**config.mk**
```make
export PLATFORM = sky130hd
export DESIGN_NAME = round_robin_capacity_assigner_unit_flat
export DESIGN_NICKNAME = d
export VERILOG_FILES = /design/src/design/rrca_pkg.sv /design/src/design/rrca_req_if.sv /design/src/design/rrca_rsp_if.sv /design/src/design/rrca_ram.sv /design/src/design/round_robin_capacity_assigner_unit.sv /design/src/flat_wrapper.sv
export SDC_FILE = /design/constraint.sdc
export NUM_CORES = 1
export LEC_CHECK = 0
export ABC_CLOCK_PERIOD_IN_PS = 12500
export BUFFER_PORTS_ARGS = -buffer_cell sky130_fd_sc_hd__clkbuf_2
export CAP_MARGIN = 20
export CORE_MARGIN = 8
export CORE_UTILIZATION = 60
export CTS_CLUSTER_SIZE = 24
export DETAILED_ROUTE_END_ITERATION = 7
export GPL_TIMING_DRIVEN = 0
export PLACE_DENSITY = 0.85
export SYNTH_ARGS = -nofsm -noshare
export SYNTH_HDL_FRONTEND = slang
export SYNTH_HIERARCHICAL = 1
export SYNTH_SLANG_ARGS = --single-unit
```
**constraint.sdc**
```tcl
create_clock -name clk_i -period 12.5 [get_ports clk_i]
set_clock_uncertainty 0.15 [all_clocks]
set_input_delay 0.625 -clock clk_i [delete_from_list [all_inputs] [get_ports clk_i]]
set_output_delay 0.625 -clock clk_i [all_outputs]
set_load 0.1 [all_outputs]
```
**src/design/rrca_pkg.sv**
```systemverilog
// Package: shared types, codes and sizes of the round-robin capacity assigner.
`timescale 1ns / 1ps
package rrca_pkg;

  // Table size and field widths
  localparam int unsigned MaxTargets = 16;
  localparam int unsigned IdxW       = 4;
  localparam int unsigned CntW       = 5;
  localparam int unsigned CapW       = 8;
  localparam int unsigned ServW      = 32;
  localparam int unsigned ActW       = 3;
  localparam int unsigned StatW      = 3;
  localparam int unsigned EntryW     = CapW + CapW + ServW;

  // Action codes
  localparam logic [ActW-1:0] ActAssign  = 3'd0;
  localparam logic [ActW-1:0] ActRelease = 3'd1;
  localparam logic [ActW-1:0] ActOpen    = 3'd2;
  localparam logic [ActW-1:0] ActClose   = 3'd3;
  localparam logic [ActW-1:0] ActSetCap  = 3'd4;

  // Status codes
  localparam logic [StatW-1:0] StatOk     = 3'd0;
  localparam logic [StatW-1:0] StatNone   = 3'd1;
  localparam logic [StatW-1:0] StatRange  = 3'd2;
  localparam logic [StatW-1:0] StatEmpty  = 3'd3;
  localparam logic [StatW-1:0] StatBadCap = 3'd4;

  typedef struct packed {
    logic [ActW-1:0] action;
    logic [IdxW-1:0] target_index;
    logic [CapW-1:0] capacity_value;
  } req_t;

  typedef struct packed {
    logic [StatW-1:0] status;
    logic [IdxW-1:0]  chosen_index;
    logic [ServW-1:0] served_total;
    logic [CntW-1:0]  available_count;
  } rsp_t;

  // One table entry as stored in the RAM
  typedef struct packed {
    logic [CapW-1:0]  cap;
    logic [CapW-1:0]  load;
    logic [ServW-1:0] served;
  } entry_t;

endpackage

```
**src/design/rrca_req_if.sv**
```systemverilog
// Interface: request channel (valid, ready, payload).
`timescale 1ns / 1ps
interface rrca_req_if import rrca_pkg::*; ();
  logic valid;
  logic ready;
  req_t data;

  modport source (output valid, output data, input ready);
  modport sink   (input valid, input data, output ready);
endinterface

```
**src/design/rrca_rsp_if.sv**
```systemverilog
// Interface: result channel (valid, ready, payload).
`timescale 1ns / 1ps
interface rrca_rsp_if import rrca_pkg::*; ();
  logic valid;
  logic ready;
  rsp_t data;

  modport source (output valid, output data, input ready);
  modport sink   (input valid, input data, output ready);
endinterface

```
**src/design/rrca_ram.sv**
```systemverilog
// Generic single-write, single-read RAM with registered read data.
`timescale 1ns / 1ps
module rrca_ram #(
  parameter int unsigned Width = 8,
  parameter int unsigned Depth = 16
) (
  input  logic                     clk_i,
  input  logic                     we_i,
  input  logic [$clog2(Depth)-1:0] waddr_i,
  input  logic [Width-1:0]         wdata_i,
  input  logic                     re_i,
  input  logic [$clog2(Depth)-1:0] raddr_i,
  output logic [Width-1:0]         rdata_o
);

  logic [Width-1:0] mem_q [Depth];
  logic [Width-1:0] rdata_q;

  always_ff @(posedge clk_i) begin
    if (we_i) begin
      mem_q[waddr_i] <= wdata_i;
    end
    if (re_i) begin
      rdata_q <= mem_q[raddr_i];
    end
  end

  assign rdata_o = rdata_q;

endmodule

```
**src/design/round_robin_capacity_assigner_unit.sv**
```systemverilog
// Flow: a request is accepted in idle and its entry read; in the execute state the
// entry is modified and the result is registered once the previous one is taken.
// A new request is taken only in idle, after the read-modify-write of the entry
// RAM completes; a result not yet taken holds the unit in the execute state.
// Reset: open flags, headroom and entry-valid bits, pointer and target count
// clear at once; entries that were never written read as zero, no clearing pass.
`timescale 1ns / 1ps
module round_robin_capacity_assigner_unit import rrca_pkg::*; (
  input  logic             clk_i,
  input  logic             rst_ni,
  input  logic             cfg_we_i,
  input  logic [CntW-1:0]  cfg_wdata_i,
  rrca_req_if.sink         req_i,
  rrca_rsp_if.source       rsp_o
);

  typedef enum logic [1:0] {
    StIdle = 2'b01,
    StExec = 2'b10
  } state_e;

  state_e                state_q, state_d;
  logic [CntW-1:0]       tc_q;
  logic [IdxW-1:0]       ptr_q;
  logic [MaxTargets-1:0] open_q, room_q, entry_valid_q;
  logic [MaxTargets-1:0] open_d, room_d, entry_valid_d;
  logic [ActW-1:0]       act_q;
  logic [IdxW-1:0]       idx_q, pick_q;
  logic [CapW-1:0]       capv_q;
  logic                  found_q;
  logic                  rsp_valid_q;
  rsp_t                  rsp_q, rsp_d;

  // Targets in use and scan masks
  logic [CntW-1:0]       n_use;
  logic [MaxTargets-1:0] inuse_mask, usable, hi_mask, cand;
  logic [IdxW-1:0]       start, pick;
  logic                  accept, done;

  assign n_use = (tc_q > CntW'(MaxTargets)) ? CntW'(MaxTargets) : tc_q;
  assign start = ({1'b0, ptr_q} < n_use) ? ptr_q : '0;

  always_comb begin
    for (int i = 0; i < MaxTargets; i++) begin
      inuse_mask[i] = CntW'(i) < n_use;
      hi_mask[i]    = IdxW'(i) >= start;
    end
  end

  assign usable = open_q & room_q & inuse_mask;
  assign cand   = (|(usable & hi_mask)) ? (usable & hi_mask) : usable;

  // Lowest set bit of the rotated candidate set
  always_comb begin
    pick = '0;
    for (int i = MaxTargets - 1; i >= 0; i--) begin
      if (cand[i]) pick = IdxW'(i);
    end
  end

  assign req_i.ready = (state_q == StIdle);
  assign accept      = req_i.valid && req_i.ready;
  assign done        = (state_q == StExec) && (!rsp_valid_q || rsp_o.ready);

  // Entry RAM: capacity, load and served count
  logic [IdxW-1:0]   raddr, addr_x;
  logic [EntryW-1:0] rdata;
  entry_t            ent, ent_new;
  logic              we;

  assign raddr = (req_i.data.action == ActAssign) ? pick : req_i.data.target_index;

  rrca_ram #(
    .Width (EntryW),
    .Depth (MaxTargets)
  ) u_entry_ram (
    .clk_i   (clk_i),
    .we_i    (we),
    .waddr_i (addr_x),
    .wdata_i (ent_new),
    .re_i    (accept),
    .raddr_i (raddr),
    .rdata_o (rdata)
  );

  // Execute state: modify the entry and build the result
  logic            in_range;
  logic [CntW-1:0] avail;

  assign addr_x   = (act_q == ActAssign) ? pick_q : idx_q;
  assign ent      = entry_valid_q[addr_x] ? entry_t'(rdata) : '0;
  assign in_range = {1'b0, idx_q} < n_use;

  always_comb begin
    ent_new             = ent;
    we                  = 1'b0;
    open_d              = open_q;
    room_d              = room_q;
    entry_valid_d       = entry_valid_q;
    rsp_d.status        = StatOk;
    rsp_d.chosen_index  = idx_q;
    rsp_d.served_total  = '0;

    case (act_q)
      ActAssign: begin
        rsp_d.chosen_index = '0;
        if (found_q) begin
          ent_new.load = ent.load + CapW'(1);
          if (ent.served != '1) ent_new.served = ent.served + ServW'(1);
          we                 = 1'b1;
          rsp_d.chosen_index = pick_q;
          rsp_d.served_total = ent_new.served;
        end else begin
          rsp_d.status = StatNone;
        end
      end
      ActRelease, ActOpen, ActClose, ActSetCap: begin
        if (!in_range) begin
          rsp_d.status = StatRange;
        end else begin
          rsp_d.served_total = ent.served;
          case (act_q)
            ActRelease: begin
              if (ent.load == '0) begin
                rsp_d.status = StatEmpty;
              end else begin
                ent_new.load = ent.load - CapW'(1);
                we           = 1'b1;
              end
            end
            ActOpen:  open_d[idx_q] = 1'b1;
            ActClose: open_d[idx_q] = 1'b0;
            default: begin
              if (capv_q == '0) begin
                rsp_d.status = StatBadCap;
              end else begin
                ent_new            = '{cap: capv_q, load: '0, served: '0};
                we                 = 1'b1;
                rsp_d.served_total = '0;
              end
            end
          endcase
        end
      end
      default: begin
        if (in_range) rsp_d.served_total = ent.served;
      end
    endcase

    if (we) begin
      entry_valid_d[addr_x] = 1'b1;
      room_d[addr_x]        = ent_new.load < ent_new.cap;
    end
    we = we && done;

    // Available count after the step
    avail = '0;
    for (int i = 0; i < MaxTargets; i++) begin
      avail = avail + CntW'(open_d[i] & room_d[i] & inuse_mask[i]);
    end
    rsp_d.available_count = avail;
  end

  // Sequencer
  always_comb begin
    state_d = state_q;
    case (state_q)
      StIdle:  if (accept) state_d = StExec;
      StExec:  if (done) state_d = StIdle;
      default: state_d = StIdle;
    endcase
  end

  // Control and table flags
  always_ff @(posedge clk_i or negedge rst_ni) begin
    if (!rst_ni) begin
      state_q       <= StIdle;
      tc_q          <= '0;
      ptr_q         <= '0;
      open_q        <= '0;
      room_q        <= '0;
      entry_valid_q <= '0;
      rsp_valid_q   <= 1'b0;
    end else begin
      state_q <= state_d;
      if (cfg_we_i) tc_q <= cfg_wdata_i;
      if (done) begin
        open_q        <= open_d;
        room_q        <= room_d;
        entry_valid_q <= entry_valid_d;
        rsp_valid_q   <= 1'b1;
        if (act_q == ActAssign && found_q) begin
          ptr_q <= (CntW'(pick_q) + CntW'(1) < n_use) ? pick_q + IdxW'(1) : '0;
        end
      end else if (rsp_o.ready) begin
        rsp_valid_q <= 1'b0;
      end
    end
  end

  // Request and result payload
  always_ff @(posedge clk_i) begin
    if (accept) begin
      act_q   <= req_i.data.action;
      idx_q   <= req_i.data.target_index;
      capv_q  <= req_i.data.capacity_value;
      pick_q  <= pick;
      found_q <= |usable;
    end
    if (done) begin
      rsp_q <= rsp_d;
    end
  end

  assign rsp_o.valid = rsp_valid_q;
  assign rsp_o.data  = rsp_q;

  // Assertions
  a_accept_exec : assert property (@(posedge clk_i) disable iff (!rst_ni)
    accept |=> state_q == StExec)
    else $error("accepted request did not move to execute");

  a_room_valid : assert property (@(posedge clk_i) disable iff (!rst_ni)
    (room_q & ~entry_valid_q) == '0)
    else $error("headroom set on an entry never written");

  a_pick_range : assert property (@(posedge clk_i) disable iff (!rst_ni)
    (state_q == StExec && act_q == ActAssign && found_q) |-> (CntW'(pick_q) < n_use))
    else $error("assigned target outside the targets in use");

  a_avail_le_n : assert property (@(posedge clk_i) disable iff (!rst_ni)
    done |-> avail <= n_use)
    else $error("available count exceeds targets in use");

endmodule

```
**src/flat_wrapper.sv**
```systemverilog
// flat-port wrapper written by rule: the top's interface ports become plain ports
module round_robin_capacity_assigner_unit_flat import rrca_pkg::*;
  (clk_i, rst_ni, cfg_we_i, cfg_wdata_i, req_i_valid, req_i_data, req_i_ready, rsp_o_valid, rsp_o_data, rsp_o_ready);
  rrca_req_if req_i_i ();
  rrca_rsp_if rsp_o_i ();
  input  logic clk_i;
  input  logic rst_ni;
  input  logic cfg_we_i;
  input  logic [CntW-1:0] cfg_wdata_i;
  input wire logic [$bits(req_i_i.valid)-1:0] req_i_valid;
  input wire logic [$bits(req_i_i.data)-1:0] req_i_data;
  output wire logic [$bits(req_i_i.ready)-1:0] req_i_ready;
  output wire logic [$bits(rsp_o_i.valid)-1:0] rsp_o_valid;
  output wire logic [$bits(rsp_o_i.data)-1:0] rsp_o_data;
  input wire logic [$bits(rsp_o_i.ready)-1:0] rsp_o_ready;
  assign req_i_i.valid = req_i_valid;
  assign req_i_i.data = req_i_data;
  assign req_i_ready = req_i_i.ready;
  assign rsp_o_valid = rsp_o_i.valid;
  assign rsp_o_data = rsp_o_i.data;
  assign rsp_o_i.ready = rsp_o_ready;
  round_robin_capacity_assigner_unit u_core (.clk_i(clk_i), .rst_ni(rst_ni), .cfg_we_i(cfg_we_i), .cfg_wdata_i(cfg_wdata_i), .req_i(req_i_i), .rsp_o(rsp_o_i));
endmodule
```
==> results.ini <==
[layout]
nFillCells=4020
multiInputGateArea_sq_mm=0.0113
fin_cells=3584
nNetsFinal=2707
postLayoutCellArea_sq_mm=0.0456
final_layout_size_suffix_gt1_share_pct=21.1
diodes=0
syn2layout_area_growth_pct=14.0
layout.area.seq_sq_mm=0.0279
final_util_pct=69.2

[clocking]
cts_buffers=95
tritoncts=built
cts_buffer_depth=3
htree_levels=3
path_clk_slew_ps=60
cts_setup_buffers=0
clock-sinks=940
cts_root_buf=clkbuf_16
clk_latency_ps=670

[synthesis]
ys_ff_latch=940
synth_async_sr_flop_share_pct=6.38
ys_types=93
synthTopCellsByArea=edfxtp_1 66%, mux4_2 11%, dfrtp_1 3.7%
synth-edff-count=880
syn-cell-area_sq_mm=0.0399
seq_area_frac_synth_pct=69.9
avgSynthCellArea_sq_um=16.6
synthesis.nets=2461
dominantRegCellSynth=edfxtp_1
yosysWarnings=6
synth_top_cell_area_share_pct=66.1
synth_cells=2400
synth.largest_area_cell=edfxtp_1

[run]
cap_violations=0

[floorplanning]
core_sq_mm=0.0659
ios=71
die_w_microns=274
fp.dieH_microns=274
rows=94
initial_utilization_pct=60.7
dieArea_sq_mm=0.0751

[global_route]
track_usage_pct=30.0
grt_use_met2_pct=48.9
grt_pass1_wl_mm=166
grt.overflow.total=0
grt_max_degree=61
use_met3_pct=6.78
top_usage_layer=met2
grt_pass1_vias=25600
antenna_found_initial=3
grt.met1_usage_pct=38.5

[timing]
setup_ws_ps=413
rsz0062_at_grt=false
finalSetupViolCount=0
finalHoldViolCount=0
tightest_slew_ps=1120
slew_viol_final=0
slew_headroom_pct=24.8
fmax_mhz=82.7
setup_tns_ps=0
post-route-period-util_pct=96.7
period_minus_slack_ps=12090
whs_ps=49.1

[power]
p_switching_mw=1.83
internal_power_mw=5.36
power_density_mw_per_mm2=158
ir_worst_vdd_v=0.000135
p_total_mw=7.20
power_frac_clock_pct=38.3
pwr-share-comb_pct=11.2
p_seq_share_pct=50.5
switching_share_pct=25.5
p_leak_nw=15.6

[routing]
ant_nets=0
drc=0
viasPerCell=7.12
drt-pass1-iter-count=8
totalWireLength_mm=114
vias=25500
dr.first_iter.drc_count=3819
avgRoutedWirePerCell_microns=31.8

[worst_setup_path]
worstPathArrival_ps=12330
cp.required_ps=12740
worst_setup_path_end_kind=register
cpMostUsedCell=fa_1
worstPathMaxFanout=12
critical_path_class=reg -> reg
cpPeakStageDelay_ps=890
startpoint_type=register
crit_slowest_cell=mux2i_1

[placement]
dp_hpwl_mm=72.1
place_ws_ps=481
placed_cell_area_sq_mm=0.0424
dp.cells=3394
gp_congestion=0.919
io_buffers=70

[worst_hold_path]
hp-class=in -> reg

[outcome]
status=finished clean

-- cells in the final DEF (no fill, tap or decap), drive strengths merged, types with 8 or more instances in the layout --
cell type	count
a21boi	8
a21o	34
a21oi	88
a22o	8
a22oi	108
a311o	9
a311oi	15
a31oi	32
and2	17
and3	20
buf	132
clkbuf	263
clkinv	44
dfrtp	59
dlygate4sd3	9
edfxtp	880
fa	10
ha	26
inv	40
mux2	10
mux2i	16
mux4	192
nand2	204
nand2b	18
nand3	56
nand4	17
nor2	99
nor2b	14
nor3	37
nor4	16
o211ai	12
o21ai	80
o31ai	18
or2	11
or3	11
-- worst max-delay path: cells and delay by family (launching register included) --
family	cells	cell delay, ps
AO/OA/AOI/OAI	13	3290
adder cells (fa/ha/maj)	8	3200
buffers and inverters	9	2530
flip-flops	1	390
multiplexers	1	890
AND/OR/NAND/NOR	7	1370
-- cell type report --
class / count / area share, %
timing repair buffer: 149 / 3.05
clock inverter: 52 / 1.11
inverter: 39 / 0.327
clock buffer: 119 / 5.46
buffer: 137 / 1.50
sequential: 940 / 61.3
tap: 864 / 2.37
multi-input combinational: 1284 / 24.9
-- synthesized netlist by cell type (10+ instances only) --
master / count
nand2_1: 203
nor2_1: 98
a22oi_1: 107
nor3_1: 31
buf_4: 22
o21ai_0: 78
nor4_1: 14
o31ai_1: 18
and2_1: 17
nor2b_1: 14
mux4_2: 192
mux2i_1: 16
ha_1: 26
a21o_1: 34
or3_1: 11
buf_1: 18
edfxtp_1: 880
a31oi_1: 31
nand3_1: 55
buf_2: 15
nand4_1: 17
or2_2: 11
dfrtp_1: 59
inv_1: 36
and3_1: 20
mux2_2: 10
fa_1: 10
clkbuf_1: 74
nand2b_1: 18
o211ai_1: 12
a21oi_1: 88
a311oi_1: 14
-- final timing paths --
| check | endpoint | slack (ps) | from | cells after the start |
|---|---|---|---|---|
| max | u_core/rsp_o.data[4]$_DFFE_PP_ | 410 | u_core/act_q[2]$_DFFE_PP_ | 38 |
| min | u_core/tc_q[4]$_DFFE_PN0P_ | 50 | cfg_wdata_i[4] | 3 |
| max reg2reg | u_core/rsp_o.data[4]$_DFFE_PP_ | 410 | u_core/act_q[2]$_DFFE_PP_ | 38 |
| min reg2reg | u_core/entry_valid_q[14]$_DFFE_PN0P_ | 300 | u_core/entry_valid_q[14]$_DFFE_PN0P_ | 2 |
| max in group asynchronous | u_core/room_q[15]$_DFFE_PN0P_ | 11120 | rst_ni | 2 |
| min in group asynchronous | u_core/tc_q[1]$_DFFE_PN0P_ | 510 | rst_ni | 2 |
-- sequential cells by signal, summed over array words and instances (netlist names), 4 cells and up --
name	cells
u_core/entry_valid_q	16
u_core/ptr_q	4
u_core/idx_q	4
u_core/room_q	16
u_core/pick_q	4
u_core/u_entry_ram/rdata_o	48
u_core/u_entry_ram/mem_q	768
u_core/rsp_o.data	44
u_core/open_q	16
u_core/tc_q	5
u_core/capv_q	8
-- metal layers --
metal	share of wire, %	wire [microns]
met1	35	39900
met3	12	13500
met4	5.3	6000
met2	48	54500
met5	0.011	13
-- power by group through the flow --
stage	Combinational (mW)	Sequential [mW]	Clock [mW]
2_1_floorplan	0.466	3.72	0
3_3_place_gp	0.720	3.70	0
3_5_place_dp	0.767	3.70	0
4_1_cts	0.782	3.63	2.77
5_1_grt	0.849	3.64	2.89
6_report	0.809	3.63	2.75
-- kinds of logic after synthesis --
group | Yosys count | share of synthesized area (%)
AO/OA/AOI/OAI | 479 | 8.28
XOR/XNOR | 9 | 0.197
adder cells (fa/ha/maj) | 36 | 1.32
buffers and inverters | 176 | 2.09
flip-flops | 940 | 69.9
multiplexers | 218 | 11.5
AND/OR/NAND/NOR | 542 | 6.70
-- timing repair --
action	CTS	global route
hold endpoints to repair	40	0
hold buffers	9	0
gates resized for setup	0	0
Power figures use the tool's default switching activity.
